File: src/design/escaped_api_frame_encoder_unit_defines.svh
// ----------------------------------------------------------------------------
// Escaped API frame encoder - assertion macros
// Shared concurrent assertion forms used by the encoder top level.
// ----------------------------------------------------------------------------
`ifndef ESCAPED_API_FRAME_ENCODER_UNIT_DEFINES_SVH
`define ESCAPED_API_FRAME_ENCODER_UNIT_DEFINES_SVH

// same-cycle implication
`define EAFE_ASSERT_NOW(name, clk, rstn, ante, cons, msg) \
  name: assert property (@(posedge clk) disable iff (!rstn) (ante) |-> (cons)) \
    else $error(msg);

// next-cycle implication
`define EAFE_ASSERT_NEXT(name, clk, rstn, ante, cons, msg) \
  name: assert property (@(posedge clk) disable iff (!rstn) (ante) |=> (cons)) \
    else $error(msg);

`endif

File: src/design/eafe_pkg.sv
// ----------------------------------------------------------------------------
// Escaped API frame encoder - package
// Types, register codes and constants shared by the encoder modules.
// ----------------------------------------------------------------------------
package eafe_pkg;

  localparam int unsigned CFG_IDX_W  = 3;
  localparam int unsigned CFG_DATA_W = 16;

  localparam logic [CFG_IDX_W-1:0] CFG_FRAME_LENGTH = 3'd0;
  localparam logic [CFG_IDX_W-1:0] CFG_START_BYTE   = 3'd1;
  localparam logic [CFG_IDX_W-1:0] CFG_ESCAPE_BYTE  = 3'd2;
  localparam logic [CFG_IDX_W-1:0] CFG_XON_BYTE     = 3'd3;
  localparam logic [CFG_IDX_W-1:0] CFG_XOFF_BYTE    = 3'd4;

  localparam logic [15:0] RST_FRAME_LENGTH = 16'h0010;
  localparam logic [7:0]  RST_START_BYTE   = 8'h7E;
  localparam logic [7:0]  RST_ESCAPE_BYTE  = 8'h7D;
  localparam logic [7:0]  RST_XON_BYTE     = 8'h11;
  localparam logic [7:0]  RST_XOFF_BYTE    = 8'h13;

  localparam logic [7:0] ESC_XOR  = 8'h20;
  localparam logic [7:0] SUM_BASE = 8'hFF;

  typedef struct packed {
    logic [15:0] frame_length;
    logic [7:0]  start_byte;
    logic [7:0]  escape_byte;
    logic [7:0]  xon_byte;
    logic [7:0]  xoff_byte;
  } cfg_t;

  // one classified data byte, ready for the output sequencer
  typedef struct packed {
    logic [7:0] data;
    logic       first;  // header goes before this byte
    logic       last;   // checksum goes after this byte
    logic [7:0] csum;
  } job_t;

  typedef struct packed {
    logic count_zero;
    logic frame_end;
  } front_stat_t;

  typedef struct packed {
    logic esc_pending;
    logic job_active;
  } back_stat_t;

endpackage

File: src/design/eafe_fifo.sv
// ----------------------------------------------------------------------------
// Escaped API frame encoder - job queue
// Small flip-flop queue between the classifier and the output sequencer.
// ----------------------------------------------------------------------------
module eafe_fifo #(
  parameter int unsigned DEPTH = 2
) (
  input  logic              clk_i,
  input  logic              rst_ni,
  input  logic              push_i,
  input  eafe_pkg::job_t    wdata_i,
  input  logic              pop_i,
  output eafe_pkg::job_t    rdata_o,
  output logic              full_o,
  output logic              empty_o
);

  localparam int unsigned PW = (DEPTH > 1) ? $clog2(DEPTH) : 1;
  localparam int unsigned CW = $clog2(DEPTH + 1);
  localparam logic [PW-1:0] LAST_PTR = PW'(DEPTH - 1);
  localparam logic [CW-1:0] FULL_CNT = CW'(DEPTH);

  eafe_pkg::job_t mem_q [DEPTH];
  logic [PW-1:0]  wptr_q, wptr_d;
  logic [PW-1:0]  rptr_q, rptr_d;
  logic [CW-1:0]  cnt_q,  cnt_d;

  assign full_o  = (cnt_q == FULL_CNT);
  assign empty_o = (cnt_q == '0);
  assign rdata_o = mem_q[rptr_q];

  always_comb begin
    wptr_d = wptr_q;
    rptr_d = rptr_q;
    cnt_d  = cnt_q;
    if (push_i) begin
      wptr_d = (wptr_q == LAST_PTR) ? '0 : wptr_q + 1'b1;
    end
    if (pop_i) begin
      rptr_d = (rptr_q == LAST_PTR) ? '0 : rptr_q + 1'b1;
    end
    if (push_i && !pop_i) begin
      cnt_d = cnt_q + 1'b1;
    end else if (pop_i && !push_i) begin
      cnt_d = cnt_q - 1'b1;
    end
  end

  always_ff @(posedge clk_i or negedge rst_ni) begin
    if (!rst_ni) begin
      wptr_q <= '0;
      rptr_q <= '0;
      cnt_q  <= '0;
    end else begin
      wptr_q <= wptr_d;
      rptr_q <= rptr_d;
      cnt_q  <= cnt_d;
    end
  end

  always_ff @(posedge clk_i) begin
    if (push_i) begin
      mem_q[wptr_q] <= wdata_i;
    end
  end

endmodule

File: src/design/eafe_front.sv
// ----------------------------------------------------------------------------
// Escaped API frame encoder - front end
// Tracks frame position and running sum, tags each data byte with header and
// checksum needs, and precomputes the checksum byte.
// ----------------------------------------------------------------------------
module eafe_front (
  input  logic                  clk_i,
  input  logic                  rst_ni,
  input  logic                  accept_i,
  input  logic [7:0]            data_byte_i,
  input  logic [15:0]           frame_length_i,
  output eafe_pkg::job_t        job_o,
  output eafe_pkg::front_stat_t stat_o
);

  logic [15:0] count_q, count_d;
  logic [7:0]  sum_q,   sum_d;
  logic        first;
  logic        frame_end;
  logic [7:0]  new_sum;
  logic [16:0] next_cnt;

  assign first    = (count_q == '0);
  assign new_sum  = (first ? 8'h00 : sum_q) + data_byte_i;
  assign next_cnt = {1'b0, count_q} + 17'd1;

  // a zero length register means a 65536-byte frame
  assign frame_end = (frame_length_i == '0) ? (count_q == 16'hFFFF)
                                            : (next_cnt >= {1'b0, frame_length_i});

  assign job_o.data  = data_byte_i;
  assign job_o.first = first;
  assign job_o.last  = frame_end;
  assign job_o.csum  = eafe_pkg::SUM_BASE - new_sum;

  assign stat_o.count_zero = first;
  assign stat_o.frame_end  = frame_end;

  always_comb begin
    count_d = count_q;
    sum_d   = sum_q;
    if (accept_i) begin
      count_d = frame_end ? '0 : next_cnt[15:0];
      sum_d   = frame_end ? '0 : new_sum;
    end
  end

  always_ff @(posedge clk_i or negedge rst_ni) begin
    if (!rst_ni) begin
      count_q <= '0;
      sum_q   <= '0;
    end else begin
      count_q <= count_d;
      sum_q   <= sum_d;
    end
  end

endmodule

File: src/design/eafe_back.sv
// ----------------------------------------------------------------------------
// Escaped API frame encoder - back end
// Byte sequencer: walks header, data and checksum of the head job, inserts
// escape bytes, and holds the result in an output register.
// ----------------------------------------------------------------------------
module eafe_back (
  input  logic                 clk_i,
  input  logic                 rst_ni,
  input  eafe_pkg::cfg_t       cfg_i,
  input  eafe_pkg::job_t       job_i,
  input  logic                 job_empty_i,
  output logic                 job_pop_o,
  input  logic                 pop_i,
  output logic                 empty_o,
  output logic [7:0]           out_byte_o,
  output logic                 run_last_o,
  output logic                 frame_end_o,
  output eafe_pkg::back_stat_t stat_o
);

  typedef enum logic [2:0] {
    PH_IDLE,
    PH_START,
    PH_LEN_HI,
    PH_LEN_LO,
    PH_DATA,
    PH_CSUM
  } phase_e;

  phase_e     ph_q, ph_d, cur_ph;
  logic       esc_q;
  logic       out_valid_q;
  logic [7:0] out_byte_q;
  logic       run_last_q;
  logic       frame_end_q;

  logic [7:0] cur_byte;
  logic [7:0] emit_byte;
  logic       special;
  logic       advance;
  logic       done_byte;
  logic       final_byte;

  // idle means the head job has not started yet
  assign cur_ph = (ph_q != PH_IDLE) ? ph_q : (job_i.first ? PH_START : PH_DATA);

  always_comb begin
    case (cur_ph)
      PH_START:  cur_byte = cfg_i.start_byte;
      PH_LEN_HI: cur_byte = cfg_i.frame_length[15:8];
      PH_LEN_LO: cur_byte = cfg_i.frame_length[7:0];
      PH_CSUM:   cur_byte = job_i.csum;
      default:   cur_byte = job_i.data;
    endcase
  end

  // the start delimiter is always sent raw
  assign special = (cur_ph != PH_START) &&
                   ((cur_byte == cfg_i.start_byte) || (cur_byte == cfg_i.escape_byte) ||
                    (cur_byte == cfg_i.xon_byte)   || (cur_byte == cfg_i.xoff_byte));

  assign advance    = !job_empty_i && (!out_valid_q || pop_i);
  assign done_byte  = esc_q || !special;
  assign final_byte = done_byte &&
                      ((cur_ph == PH_CSUM) || ((cur_ph == PH_DATA) && !job_i.last));
  assign job_pop_o  = advance && final_byte;

  always_comb begin
    if (esc_q) begin
      emit_byte = cur_byte ^ eafe_pkg::ESC_XOR;
    end else if (special) begin
      emit_byte = cfg_i.escape_byte;
    end else begin
      emit_byte = cur_byte;
    end
  end

  always_comb begin
    ph_d = cur_ph;
    if (done_byte) begin
      case (cur_ph)
        PH_START:  ph_d = PH_LEN_HI;
        PH_LEN_HI: ph_d = PH_LEN_LO;
        PH_LEN_LO: ph_d = PH_DATA;
        PH_DATA:   ph_d = job_i.last ? PH_CSUM : PH_IDLE;
        default:   ph_d = PH_IDLE;
      endcase
    end
  end

  always_ff @(posedge clk_i or negedge rst_ni) begin
    if (!rst_ni) begin
      ph_q        <= PH_IDLE;
      esc_q       <= 1'b0;
      out_valid_q <= 1'b0;
      out_byte_q  <= '0;
      run_last_q  <= 1'b0;
      frame_end_q <= 1'b0;
    end else if (advance) begin
      ph_q        <= ph_d;
      esc_q       <= !done_byte;
      out_valid_q <= 1'b1;
      out_byte_q  <= emit_byte;
      run_last_q  <= final_byte;
      frame_end_q <= done_byte && (cur_ph == PH_CSUM);
    end else if (pop_i) begin
      out_valid_q <= 1'b0;
    end
  end

  assign empty_o     = !out_valid_q;
  assign out_byte_o  = out_byte_q;
  assign run_last_o  = run_last_q;
  assign frame_end_o = frame_end_q;

  assign stat_o.esc_pending = esc_q;
  assign stat_o.job_active  = (ph_q != PH_IDLE);

endmodule

File: src/design/escaped_api_frame_encoder_unit.sv
// ----------------------------------------------------------------------------
// Escaped API frame encoder
// Turns frame data bytes into an escaped serial API frame with start
// delimiter, 16-bit length field and 8-bit sum checksum.
// ----------------------------------------------------------------------------
// Each data byte yields one to nine output bytes, delivered one per clock
// while pop is held and a job is queued: one for a plain data byte, two
// when it is escaped, plus the start delimiter and two (possibly escaped)
// length bytes ahead of the first byte of a frame and one or two checksum
// bytes after the last. The output byte sequencer sets the rate and works
// on one queued item at a time. The input side takes a byte per cycle
// while the QUEUE_DEPTH-entry job queue has room, so input and output
// stall independently. Configuration is accepted every cycle.
module escaped_api_frame_encoder_unit #(
  parameter int unsigned QUEUE_DEPTH = 2
) (
  input  logic                           clk_i,
  input  logic                           rst_ni,
  input  logic                           push,
  output logic                           full,
  input  logic [7:0]                     data_byte_i,
  output logic                           empty,
  input  logic                           pop,
  output logic [7:0]                     out_byte_o,
  output logic                           run_last_o,
  output logic                           frame_end_o,
  input  logic                           cfg_valid_i,
  output logic                           cfg_ready_o,
  input  logic [eafe_pkg::CFG_IDX_W-1:0]  cfg_index_i,
  input  logic [eafe_pkg::CFG_DATA_W-1:0] cfg_data_i
);

`include "escaped_api_frame_encoder_unit_defines.svh"

  eafe_pkg::cfg_t        cfg_q;
  eafe_pkg::job_t        fr_job;
  eafe_pkg::job_t        q_job;
  eafe_pkg::front_stat_t fr_stat;
  eafe_pkg::back_stat_t  bk_stat;
  logic                  accept;
  logic                  q_pop;
  logic                  q_empty;

  assign cfg_ready_o = 1'b1;
  assign accept      = push && !full;

  always_ff @(posedge clk_i or negedge rst_ni) begin
    if (!rst_ni) begin
      cfg_q.frame_length <= eafe_pkg::RST_FRAME_LENGTH;
      cfg_q.start_byte   <= eafe_pkg::RST_START_BYTE;
      cfg_q.escape_byte  <= eafe_pkg::RST_ESCAPE_BYTE;
      cfg_q.xon_byte     <= eafe_pkg::RST_XON_BYTE;
      cfg_q.xoff_byte    <= eafe_pkg::RST_XOFF_BYTE;
    end else if (cfg_valid_i && cfg_ready_o) begin
      case (cfg_index_i)
        eafe_pkg::CFG_FRAME_LENGTH: cfg_q.frame_length <= cfg_data_i;
        eafe_pkg::CFG_START_BYTE:   cfg_q.start_byte   <= cfg_data_i[7:0];
        eafe_pkg::CFG_ESCAPE_BYTE:  cfg_q.escape_byte  <= cfg_data_i[7:0];
        eafe_pkg::CFG_XON_BYTE:     cfg_q.xon_byte     <= cfg_data_i[7:0];
        eafe_pkg::CFG_XOFF_BYTE:    cfg_q.xoff_byte    <= cfg_data_i[7:0];
        default: ;
      endcase
    end
  end

  eafe_front u_front (
    .clk_i          (clk_i),
    .rst_ni         (rst_ni),
    .accept_i       (accept),
    .data_byte_i    (data_byte_i),
    .frame_length_i (cfg_q.frame_length),
    .job_o          (fr_job),
    .stat_o         (fr_stat)
  );

  eafe_fifo #(
    .DEPTH (QUEUE_DEPTH)
  ) u_fifo (
    .clk_i   (clk_i),
    .rst_ni  (rst_ni),
    .push_i  (accept),
    .wdata_i (fr_job),
    .pop_i   (q_pop),
    .rdata_o (q_job),
    .full_o  (full),
    .empty_o (q_empty)
  );

  eafe_back u_back (
    .clk_i       (clk_i),
    .rst_ni      (rst_ni),
    .cfg_i       (cfg_q),
    .job_i       (q_job),
    .job_empty_i (q_empty),
    .job_pop_o   (q_pop),
    .pop_i       (pop),
    .empty_o     (empty),
    .out_byte_o  (out_byte_o),
    .run_last_o  (run_last_o),
    .frame_end_o (frame_end_o),
    .stat_o      (bk_stat)
  );

  `EAFE_ASSERT_NOW(a_fend_is_last, clk_i, rst_ni, !empty && frame_end_o, run_last_o, "frame end byte not marked last of its request")
  `EAFE_ASSERT_NOW(a_seq_has_job, clk_i, rst_ni, bk_stat.esc_pending || bk_stat.job_active, !q_empty, "sequencer mid-request with empty job queue")
  `EAFE_ASSERT_NEXT(a_frame_restart, clk_i, rst_ni, accept && fr_stat.frame_end, fr_stat.count_zero, "frame count not cleared after frame end")

endmodule

File: config.mk
export PLATFORM = sky130hd
export DESIGN_NAME = escaped_api_frame_encoder_unit
export DESIGN_NICKNAME = d
export VERILOG_FILES = /design/src/design/eafe_pkg.sv /design/src/design/eafe_fifo.sv /design/src/design/eafe_front.sv /design/src/design/eafe_back.sv /design/src/design/escaped_api_frame_encoder_unit.sv
export VERILOG_INCLUDE_DIRS = /design/src /design/src/design
export SDC_FILE = /design/constraint.sdc
export NUM_CORES = 1
export LEC_CHECK = 0
export ABC_AREA = 1
export BUFFER_PORTS_ARGS = -buffer_cell sky130_fd_sc_hd__buf_4
export CORE_UTILIZATION = 60
export CTS_CLUSTER_DIAMETER = 80
export DETAILED_ROUTE_END_ITERATION = 7
export HOLD_SLACK_MARGIN = 0.12
export PLACE_DENSITY = 0.79
export SLEW_MARGIN = 15
export SYNTH_ARGS = -nofsm -noshare
export SYNTH_HDL_FRONTEND = slang
export SYNTH_SLANG_ARGS = --single-unit
File: constraint.sdc
create_clock -name clk_i -period 6.2 [get_ports clk_i]
set_clock_uncertainty 0.15 [all_clocks]
set_input_delay 1.55 -clock clk_i [delete_from_list [all_inputs] [get_ports clk_i]]
set_output_delay 1.55 -clock clk_i [all_outputs]
set_load 0.03 [all_outputs]
==> results_dict.tcl, run 1 <==
set metrics [dict create \
    end_kind "flip-flop" \
    required_ns 6.36 \
    grt_max_degree 92 \
    core-area_sq_mm 0.0115 \
    max-cap-violations 0 \
    viasPerCell 5.84 \
    grt_pass1_wl_microns 28800 \
    yosysWarnings 0 \
    place_ws_ns 2.22 \
    antenna_found_initial 0 \
    cp_max_fo 13 \
    post-cts-setup-buffers 0 \
    rsz0062_at_grt "no" \
    syn_avg_cell_area_sq_um 8.32 \
    fin_crit_sh_pct 68.7 \
    ys_ff_latch 127 \
    grt_pass1_vias 5875 \
    io_pins 45 \
    antenna_cells 0 \
    cts_hold_buf 0 \
    synth_top_area_share_pct 25.8 \
    die_w_microns 111 \
    synth_area_leader_cell "dfrtp_1" \
    post-route-min-period_ns 4.26 \
    dieArea_sq_mm 0.0122 \
    hp-class "flip-flop to flip-flop" \
    layout-drive-gt1-share_pct 15.4 \
    dp_hpwl_microns 12800 \
    root_buffer "clkbuf_16" \
    yosysUniqueCellTypes 37 \
    grt-ovfl-total 0 \
    area_growth_pct 15.6 \
    status "finished, final reports clean" \
    syn_area_sq_mm 0.00707 \
    clock-sinks 127 \
    synthArstFlopShare_pct 71.7 \
    cts.path.max_buffers 2 \
    first_pass_iters 5 \
    clk_latency_ns 0.43 \
    clk_pin_slew_ns 0.06 \
    fin_hold_ws_ns 0.327 \
    row_count 39 \
    place.gp.congestion 0.921 \
    ys_top_cells_by_count "nand2_1 (239), inv_1 (86), dfrtp_1 (73)" \
    setup-violations-final 0 \
    hold_depth 2 \
    hold_violations 0 \
    portBuffers 43 \
    synth.yosys.seq_area_share_pct 47.8 \
    fin_tns_setup_ns 0 \
    leakage_nw 3.91 \
    drt_wl_total_microns 17800 \
    maxSlewViolCount 0 \
    cts_buffers 17 \
    gr-usage-all-layers_pct 30.6 \
    critical_path_class "flip-flop to flip-flop" \
    final_cell_area_sq_mm 0.00818 \
    fin_ws_ns 1.94 \
    place_area_sq_mm 0.00749 \
    die_y_microns 111 \
    cts_tree "done" \
    start_util_pct 61.7 \
    final_antenna_net_count 0 \
    drt_iter0_markers 567 \
    power_density_mw_per_mm2 563 \
    peakVddDrop_v 0.000421 \
    ctsResizeCount 0 \
    routedWlPerCell_microns 16.9 \
    fmax_mhz 235 \
    synth_cells 850 \
    yosysMostFrequentCell "nand2_1" \
    synth_area_leaders "dfrtp_1 (26%), edfxtp_1 (15%), nand2_1 (13%)" \
    startpoint_type "flip-flop" \
    syn_nets 909 \
    ff2ff_path_depth 18 \
    htreeDepth 4 \
    synth_edf_count 36 \
    drcViolationCount 0 \
    worst_ep_arrival_time_ns 4.42 \
    ys.flop_type "dfrtp_1" \
    maxSlewHeadroom_pct 37.3 \
    nets 953 \
    tightestPinTransition_ns 0.935 \
    dr_total_vias 6132 \
]
==> worst max-delay path, stage by stage, from the launching register on <==
cell      delay, ns
dfrtp_1        0.43
inv_1          0.09
nor3_1         0.34
nand3_1        0.17
nor3_1         0.33
nand4_1        0.20
nor2_1         0.19
nand3_1        0.12
xnor2_1        0.17
ha_1           0.32
nand2_1        0.07
nor2_1         0.15
nand2_1        0.10
o311ai_0       0.38
nand2_1        0.13
nand3_1        0.44
inv_1          0.18
nand2_1        0.10
nand2_1        0.08
==> per-stage QoR <==
stage	cells	power, mW	util, %
floorplan	850	2.89	-
global placement	1018	3.32	65.3
detailed placement	1018	3.41	65.3
CTS	1050	4.59	71.3
global route	1050	4.93	71.3
finish	1050	4.61	71.3
==> final cells by class <==
class                   count  area, sq um
flip-flops and latches    127         3380
fillers                   906         3290
multi-input cells         609         3230
clock buffers              19          453
repair buffers             47          357
inverters                  92          345
clock inverters            13          233
well taps                 143          179
==> routing by layer <==
metal	global-route usage, %	share of wire (%)	vias to the layer above
met2	50.4	49	225
met1	36.9	40	2933
met4	16.4	3.7	0
met3	7.74	6.8	58
li1	-	-	2916
met5	0	0	-
==> final timing paths <==
| check | to | startpoint | slack [ns] |
|---|---|---|---|
| max | u_front.count_q[3]$_DFFE_PN0P_ | u_front.count_q[0]$_DFFE_PN0P_ | 1.94 |
| min | u_back.out_byte_o[5]$_DFFE_PN0P_ | u_back.out_byte_o[5]$_DFFE_PN0P_ | 0.33 |
| max reg2reg | u_front.count_q[3]$_DFFE_PN0P_ | u_front.count_q[0]$_DFFE_PN0P_ | 1.94 |
| min reg2reg | u_back.out_byte_o[5]$_DFFE_PN0P_ | u_back.out_byte_o[5]$_DFFE_PN0P_ | 0.33 |
| max in group asynchronous | u_front.sum_q[0]$_DFFE_PN0P_ | rst_ni | 4.29 |
| min in group asynchronous | u_back.out_byte_o[1]$_DFFE_PN0P_ | rst_ni | 1.03 |
==> kinds of logic after synthesis <==
kind of cell / Yosys count / share of synthesized area (%)
AOI/OAI and AO/OA: 117 / 8.76
DFF: 127 / 47.8
xor gates and xnor gates: 21 / 2.60
buffers and inverters: 114 / 6.51
and+or+nand+nor: 443 / 29.4
adders and majority gates: 27 / 4.88
other: 1 / 0.0530
==> state kept, by name, summed over array words and instances (netlist names), 2 cells and up <==
name               cells
u_front.count_q       16
u_back.out_byte_o      8
u_front.sum_q          8
u_fifo.mem_q          36
u_fifo.cnt_q           2
u_back.ph_q            3
cfg_q                 48
==> power by group <==
part,internal [mW],leakage (nW),total (mW),switching (mW)
registers,1.19,1.43,1.40,0.206
logic,0.695,2.15,2.05,1.35
clock network,0.776,0.322,1.16,0.383
total,2.66,3.91,4.61,1.94
==> cells in the final DEF (no fill, tap or decap), types with 2 or more instances in the layout <==
master and n:
nand2_1 239, nand2_2 22, nand4_1 19, buf_4 46, nor3_2 3, nand3_1 41
nor4_1 7, xor2_1 13, inv_1 86, edfxtp_1 36, dfstp_2 18, xnor2_1 8
nand3_2 9, nor2_1 55, o21ai_1 2, o21ai_0 62, inv_6 2, o22ai_1 18
clkbuf_16 17, clkbuf_8 2, nor3_1 11, bufinv_16 6, inv_2 5, a21oi_1 31
dfrtp_1 73, nand3b_1 33, clkinvlp_4 4, ha_1 26
Power figures use the tool's default switching activity.
==> run 2, diff against run 1 <==
Settings changed: ABC_AREA 1 to 0, CORE_UTILIZATION 60 to 56, PLACE_DENSITY 0.79 to 0.77.
Clock period 6.2 ns to 3.5 ns, I/O delays scaled along.
==> run 2 against run 1 <==
  * The run now ends with setup timing left
  * Sequential share of layout area shrank 5.8 points
  * Fmax grew 16%
  * Global-route usage grew 1.5 points
  * Register-to-register slack lost 2.1 ns
  * Sequential power grew 79%
  * Largest power group unchanged
==> results_dict.tcl, run 2 <==
set metrics [dict create \
    layoutNonFillerInstCount 1040 \
    nets 914 \
    synth_area_leader_cell "dfrtp_1" \
    ff2ff_path_depth 14 \
    wl_met1_microns 8480 \
    hp-class "primary input to async pin" \
    clock-sinks 127 \
    dr_total_vias 6318 \
    critical_path_class "flip-flop to flip-flop" \
    area_growth_pct 28.9 \
    required_ns 3.66 \
    dp_cells 995 \
    final_antenna_net_count 0 \
    fmax_mhz 272 \
    met3_length_microns 1040 \
    setup-violations-final 7 \
    place_area_sq_mm 0.00853 \
    syn_nets 781 \
    grt_max_degree 92 \
    dieArea_sq_mm 0.0137 \
    r2r-start "u_fifo.rptr_q$_DFFE_PN0P_" \
    maxSlewHeadroom_pct 45.3 \
    startpoint_type "flip-flop" \
    cp_max_fo 7 \
    power_density_mw_per_mm2 964 \
    yosysWarnings 0 \
    yosysUniqueCellTypes 77 \
    top_layer_used "met4" \
    r2r-end "u_fifo.cnt_q[1]$_DFFE_PN0P_" \
    root_buffer "clkbuf_16" \
    ys_top_cells_by_count "nand2_1 (88), dfrtp_1 (73), o21ai_0 (48)" \
    ys.flop_type "dfrtp_1" \
    synth_cells 722 \
    htreeDepth 4 \
    grt-ovfl-total 0 \
    portBuffers 43 \
    fin_hold_ws_ns 0.305 \
    final_common_cell "buf_4" \
    antenna_cells 0 \
    drt_wl_total_microns 20600 \
    violations "setup timing" \
    tightestPinTransition_ns 0.820 \
    reg.largest.list "cfg_q x48, u_fifo.mem_q x36, u_front.count_q x16" \
    crit_start "u_fifo.rptr_q$_DFFE_PN0P_" \
    rsz0062_at_grt "yes" \
    ys_ff_latch 127 \
    die_w_microns 117 \
    cts.path.max_buffers 2 \
    die_y_microns 117 \
    yosysMostFrequentCell "nand2_1" \
    row_count 41 \
    fin_ws_ns -0.178 \
    report.power.total_mw 9.19 \
    cts_tree "done" \
    mostFrequentLayoutCells "buf_4 (136), nand2_1 (87), dfrtp_1 (72)" \
    clk_pin_slew_ns 0.06 \
    grt_pass1_vias 6171 \
    clk_latency_ns 0.42 \
    synth_area_leaders "dfrtp_1 (25%), edfxtp_1 (15%), dfstp_2 (6.4%)" \
    worst_ep_arrival_time_ns 3.83 \
    peakVddDrop_v 0.000519 \
    regMostFlops "cfg_q" \
    final_cell_area_sq_mm 0.00953 \
    syn_avg_cell_area_sq_um 10.2 \
    endpoint "u_fifo.cnt_q[1]$_DFFE_PN0P_" \
    status "complete, but fails checks" \
    dp_hpwl_microns 15200 \
    fin_tns_setup_ns -0.638 \
    cts_buffers 17 \
    routedWlPerCell_microns 19.8 \
    largest_register_ffs 48 \
    synth.yosys.seq_area_share_pct 45.7 \
    maxSlewViolCount 0 \
    antenna_found_initial 0 \
    leakage_nw 4.07 \
    synth_edf_count 36 \
    end_kind "flip-flop" \
    hold_violations 0 \
    drt_iter0_markers 428 \
    core-area_sq_mm 0.0127 \
    reg2reg_slack_ns -0.18 \
    post-route-min-period_ns 3.68 \
    viasPerCell 6.08 \
    grt_pass1_wl_microns 32300 \
    drcViolationCount 0 \
    place.gp.congestion 0.984 \
    fin_crit_sh_pct 105 \
    met2WireLength_microns 10300 \
    max-cap-violations 0 \
    gr-usage-all-layers_pct 32.1 \
    synth_top_area_share_pct 24.7 \
    syn_area_sq_mm 0.00739 \
    synthArstFlopShare_pct 71.7 \
    io_pins 45 \
    first_pass_iters 5 \
    start_util_pct 58.1 \
    layout-drive-gt1-share_pct 32.7 \
]
-- run 2: how the worst min path moves through the flow --
stage | startpoint | endpoint | slack [ns]
2_1_floorplan | u_front.sum_q[0]$_DFFE_PN0P_ | u_front.sum_q[0]$_DFFE_PN0P_ | 0.29
3_3_place_gp | u_front.sum_q[4]$_DFFE_PN0P_ | u_front.sum_q[4]$_DFFE_PN0P_ | 0.30
3_5_place_dp | u_front.sum_q[0]$_DFFE_PN0P_ | u_front.sum_q[0]$_DFFE_PN0P_ | 0.32
4_1_cts | u_front.sum_q[0]$_DFFE_PN0P_ | u_front.sum_q[0]$_DFFE_PN0P_ | 0.33
5_1_grt | rst_ni | u_back.out_byte_o[4]$_DFFE_PN0P_ | 0.35
6_report | rst_ni | u_back.out_byte_o[6]$_DFFE_PN0P_ | 0.30
-- run 2: area by class of cell --
cell class,instances,area [sq um]
multi-input cells,524,4070
inverters,38,143
repair buffers,147,1200
well taps,172,215
flip-flops and latches,127,3380
clock buffers,18,429
clock inverters,14,96.3
fillers,921,3190
-- run 2: metal layers --
metal | up-vias | GRT usage (%)
met1 | 3093 | 39.4
li1 | 2922 | -
met3 | 67 | 5.97
met5 | - | 0
met2 | 236 | 55.1
met4 | 0 | 14.6
-- run 2: power by group --
part | total (mW) | switching, mW | leakage (nW) | internal [mW]
sequential | 2.50 | 0.408 | 1.42 | 2.09
clock | 1.56 | 0.662 | 0.247 | 0.898
combinational | 5.13 | 2.71 | 2.40 | 2.42
-- run 2: what timing repair did --
action                                 CTS  global route
hold buffers                             0             0
pin swaps                               12            11
resized for setup                       35            32
buffers inserted                         8             5
gates cloned                             0             0
setup endpoints to repair               15            40
endpoints found under the hold margin    0             0
-- run 2: metrics by stage --
| step | utilization (%) | setup slack, ns |
|---|---|---|
| final | 74.9 | -0.178 |
| after global routing | 74.9 | -0.239 |
| after CTS | 73.2 | -0.107 |
| after detailed placement | 67.0 | -0.479 |
| after global placement | 67.0 | -0.438 |
| after floorplan | - | 0.0623 |
-- run 2: logic make-up after synthesis --
| family | share of synthesized area (%) |
|---|---|
| buf+inv | 4.37 |
| compound gates | 16.1 |
| simple gates | 14.9 |
| flops | 45.7 |
| mux | 9.41 |
| other cells | 0.0507 |
| xor+xnor | 4.74 |
| fa+ha+maj | 4.67 |
-- run 2: worst max-delay path, cell delays in order (launching register included) --
cell and delay (ns):
dfrtp_1 0.41, buf_6 0.19, buf_4 0.13, mux2i_1 0.51, and2_4 0.26, a211oi_1 0.05, or4_1 0.58, nor4_4 0.23
nor4_4 0.07, or3_4 0.37, o211ai_4 0.11, ha_4 0.15, xor2_1 0.15, nor2_1 0.08, xor2_1 0.14
